**config.mk**
```make
export PLATFORM = sky130hd
export DESIGN_NAME = srt_match
export DESIGN_NICKNAME = d
export VERILOG_FILES = /design/src/hw/rtl/srt_pkg.sv /design/src/hw/rtl/srt_match.sv
export SDC_FILE = /design/constraint.sdc
export NUM_CORES = 1
export LEC_CHECK = 0
export ABC_CLOCK_PERIOD_IN_PS = 7300
export BUFFER_PORTS_ARGS = -buffer_cell sky130_fd_sc_hd__buf_2
export CAP_MARGIN = 5
export CORE_ASPECT_RATIO = 0.75
export CORE_MARGIN = 2
export CORE_UTILIZATION = 45
export DETAILED_ROUTE_END_ITERATION = 10
export GPL_TIMING_DRIVEN = 0
export PLACE_DENSITY = 0.76
export SLEW_MARGIN = 20
export SYNTH_ARGS = -nofsm -noshare
export SYNTH_HDL_FRONTEND = slang
export SYNTH_SLANG_ARGS = --single-unit
```
**constraint.sdc**
```tcl
create_clock -name vclk -period 7.3
set_input_delay 1.46 -clock vclk [all_inputs]
set_output_delay 1.46 -clock vclk [all_outputs]
set_load 0.1 [all_outputs]
```
**src/hw/rtl/srt_pkg.sv**
```systemverilog
// Shared types and codes for the symbol range table.
package srt_pkg;

  localparam int ADDR_W = 64;
  localparam int CNT_W  = 32;

  localparam logic [2:0] ACT_ADD    = 3'd0;
  localparam logic [2:0] ACT_LOOKUP = 3'd1;
  localparam logic [2:0] ACT_INC    = 3'd2;
  localparam logic [2:0] ACT_START  = 3'd3;
  localparam logic [2:0] ACT_ACCUM  = 3'd4;

  typedef struct packed {
    logic [ADDR_W-1:0] base;
    logic [ADDR_W-1:0] size;
    logic [CNT_W-1:0]  count;
    logic [ADDR_W-1:0] start_tick;
    logic [ADDR_W-1:0] acc_time;
  } entry_t;

  typedef struct packed {
    logic region;
    logic count;
    logic start_tick;
    logic acc_time;
  } wr_en_t;

endpackage

```
**src/hw/rtl/srt_match.sv**
```systemverilog
// Shared compare unit: exact base match or range containment (a range that wraps past the top never matches).
module srt_match
  import srt_pkg::*;
(
  input  logic              range_mode,
  input  logic [ADDR_W-1:0] address,
  input  logic [ADDR_W-1:0] base,
  input  logic [ADDR_W-1:0] size,
  output logic              match
);

  logic [ADDR_W-1:0] limit;

  assign limit = base + size;

  always_comb begin
    if (range_mode) begin
      match = (size != '0) && (address >= base) && (address < limit);
    end else begin
      match = (address == base);
    end
  end

endmodule

```
==> flow_metrics.py <==
metrics = {
    "worst_setup_path": {
        "cp-endpoint": "match",
        "startpoint": "base[15]",
        "endpoint_kind": "output port",
        "cp-start-kind": "primary input",
        "worstPathArrival_ps": 5800,
        "crit_required_ps": 5840,
        "critPathKind": "in2out",
        "path_max_fanout": 5,
    },
    "grt": {
        "first_global_vias": 6952,
        "antenna_found_initial": 2,
        "grt_overflow": 0,
        "grt_start_max_net_pins": 11,
        "grtUsageTotal": 0.259,
        "grt_pass1_wl_mm": 33.1,
    },
    "floorplan": {
        "die_h_um": 109,
        "die_w_um": 144,
        "pin_count": 194,
        "dieArea_um2": 15700,
        "core-area_um2": 14400,
        "row_count": 38,
        "start_util": 0.460,
    },
    "pwr": {
        "power_density_nw_per_um2": 90.8,
        "ir_worst_vdd_mv": 0.0417,
        "power_uw": 762,
        "p_leak_nw": 4.44,
    },
    "layout": {
        "sequential_cell_total": 0,
        "n_clock_buffer": 0,
        "postLayoutCoreUtil": 0.583,
        "drive_above_1_share": 0.257,
        "seq_area_um2": 0,
        "area_delta_synth_final_pct": 26.7,
        "nets": 1507,
    },
    "routing": {
        "drc": 0,
        "drt_iter0_drc": 447,
        "vias": 7552,
        "avgRoutedWirePerCell_um": 16.4,
        "wirelength_mm": 21.7,
        "dr.pass1.iters": 5,
        "via_per_inst": 5.71,
        "antenna_left": 0,
    },
    "flow_run": {
        "cap_violations": 0,
    },
    "synth": {
        "synthCells": 907,
        "synth_area_leader_cell": "ha_1",
        "synth_area_um2": 6630,
        "syn_avg_cell_area_um2": 7.31,
        "syn_nets": 1291,
        "yosysMostFrequentCell": "ha_1",
        "ys_warn_count": 0,
        "synth_cell_types": 61,
        "synth_top_cell_area_share": 0.359,
        "ys_seq_area_frac": 0,
        "synth.area.top_cells": "ha_1 36%, a21o_1 9.2%, a21oi_1 6.8%",
        "yosys-top-cells-count": "190 x ha_1, 90 x a21oi_1, 81 x a21o_1",
    },
    "timing": {
        "grt_setup_unrepaired": "true",
        "min_period_over_period": 0.994,
        "clock.fmax_mhz": 138,
        "tns_ps": 0,
        "hold_violations": 0,
        "finalMaxSlewViolations": 0,
        "worst_pin_slew_ps": 645,
        "setup_viol": 0,
        "min_period_ps": 7260,
        "relSlewSlack": 0.566,
    },
    "min_path": {
        "hp-class": "in2out",
    },
    "placed_design": {
        "dp_hpwl_mm": 18.7,
        "globalplace.congestion": 0.918,
        "place.port_buffers": 194,
    },
    "outcome": {
        "run_status": "complete, no violations",
    },
    "cts": {
        "ctsHoldBuffers": 0,
    },
}
## final cells by class
class / instances / area, um2
Buffer: 20 / 92.6
Tap cell: 200 / 250
Multi-Input combinational cell: 808 / 6570
Fill cell: 1401 / 6010
Antenna cell: 2 / 5.00
Inverter: 74 / 278
Timing Repair Buffer: 219 / 1200
## worst max-delay path: stages
cell and delay (ps):
buf_2 110, ha_1 310, buf_6 140, a21oi_4 140, o21ai_2 80, a221oi_2 310
nor2_2 100, o31ai_4 300, a31oi_1 130, or3_1 370, buf_6 140, a31o_4 220
a21oi_4 150, xor2_1 200, ha_1 280, buf_6 120, nand4_1 90, nor3_2 50
o21ai_1 70, nand4b_1 170, a2111oi_4 360, o22ai_2 130, a21oi_4 160, buf_12 190
## what timing repair did
action / in CTS / in global routing
buffers inserted: 11 / 14
pin swaps: 26 / 29
setup endpoints to repair: 1 / 1
gates resized for setup: 49 / 33
## power breakdown
group	switching [mW]	internal (mW)
combinational	0.417	0.345
clock	0	0.0000000366
sequential	0	0
total	0.417	0.345
## how the worst min path moves through the flow
stage / startpoint / to / slack (ps) / cells after the start
after floorplan: range_mode / match / 3340 / 3
after global placement: range_mode / match / 3600 / 5
after detailed placement: range_mode / match / 3610 / 5
after CTS: range_mode / match / 3440 / 5
after global routing: range_mode / match / 3500 / 5
final: range_mode / match / 3470 / 5
## layer usage
layer / part of all wire / GRT usage / vias up
li1: - / - / 3842
met1: 0.49 / 0.383 / 3392
met2: 0.42 / 0.415 / 289
met3: 0.073 / 0.0259 / 29
met4: 0.015 / 0.0374 / 0
met5: 0 / 0 / -
## logic make-up after synthesis
logic type | share of synthesized area
AOI/OAI and AO/OA | 0.302
xor gates and xnor gates | 0.0766
adders and majority gates | 0.362
buffers and inverters | 0.0587
and+or+nand+nor | 0.201
## per-stage QoR
| stage | hold slack [ps] | instance area, um2 | worst slack [ps] | std cells |
|---|---|---|---|---|
| after floorplan | 3340 | 6640 | 190 | 907 |
| after global placement | 3600 | 7860 | -783 | 1301 |
| after detailed placement | 3610 | 7860 | -736 | 1301 |
| after CTS | 3440 | 8170 | -37.1 | 1312 |
| after global routing | 3500 | 8390 | -128 | 1322 |
| final | 3470 | 8390 | 42.3 | 1323 |
## placed cells by master, fill, tap and decap left out, types with 4 or more instances in the layout
cell,netlist,final
o21ai_1,3,9
a31oi_1,9,6
nand2b_1,15,15
xor2_1,32,31
nor2b_1,21,20
a21oi_4,0,4
inv_1,74,73
a21oi_1,90,80
and3_1,5,5
ha_1,190,179
nor2_1,47,46
clkbuf_1,21,16
buf_4,0,24
ha_2,0,5
buf_2,2,193
nor3_1,11,8
a21o_1,81,81
nand4_1,45,45
xnor2_1,26,26
or3_1,5,5
a21oi_2,6,12
o211ai_1,6,6
nand2_1,49,47
nor3_2,1,4
o21ai_2,2,4
nor4_1,22,22
nand3_1,18,18
o2111ai_1,4,4
o21a_1,10,8
ha_4,0,6
o21bai_1,7,6
o21ai_0,50,42
Power figures use the tool's default switching activity.
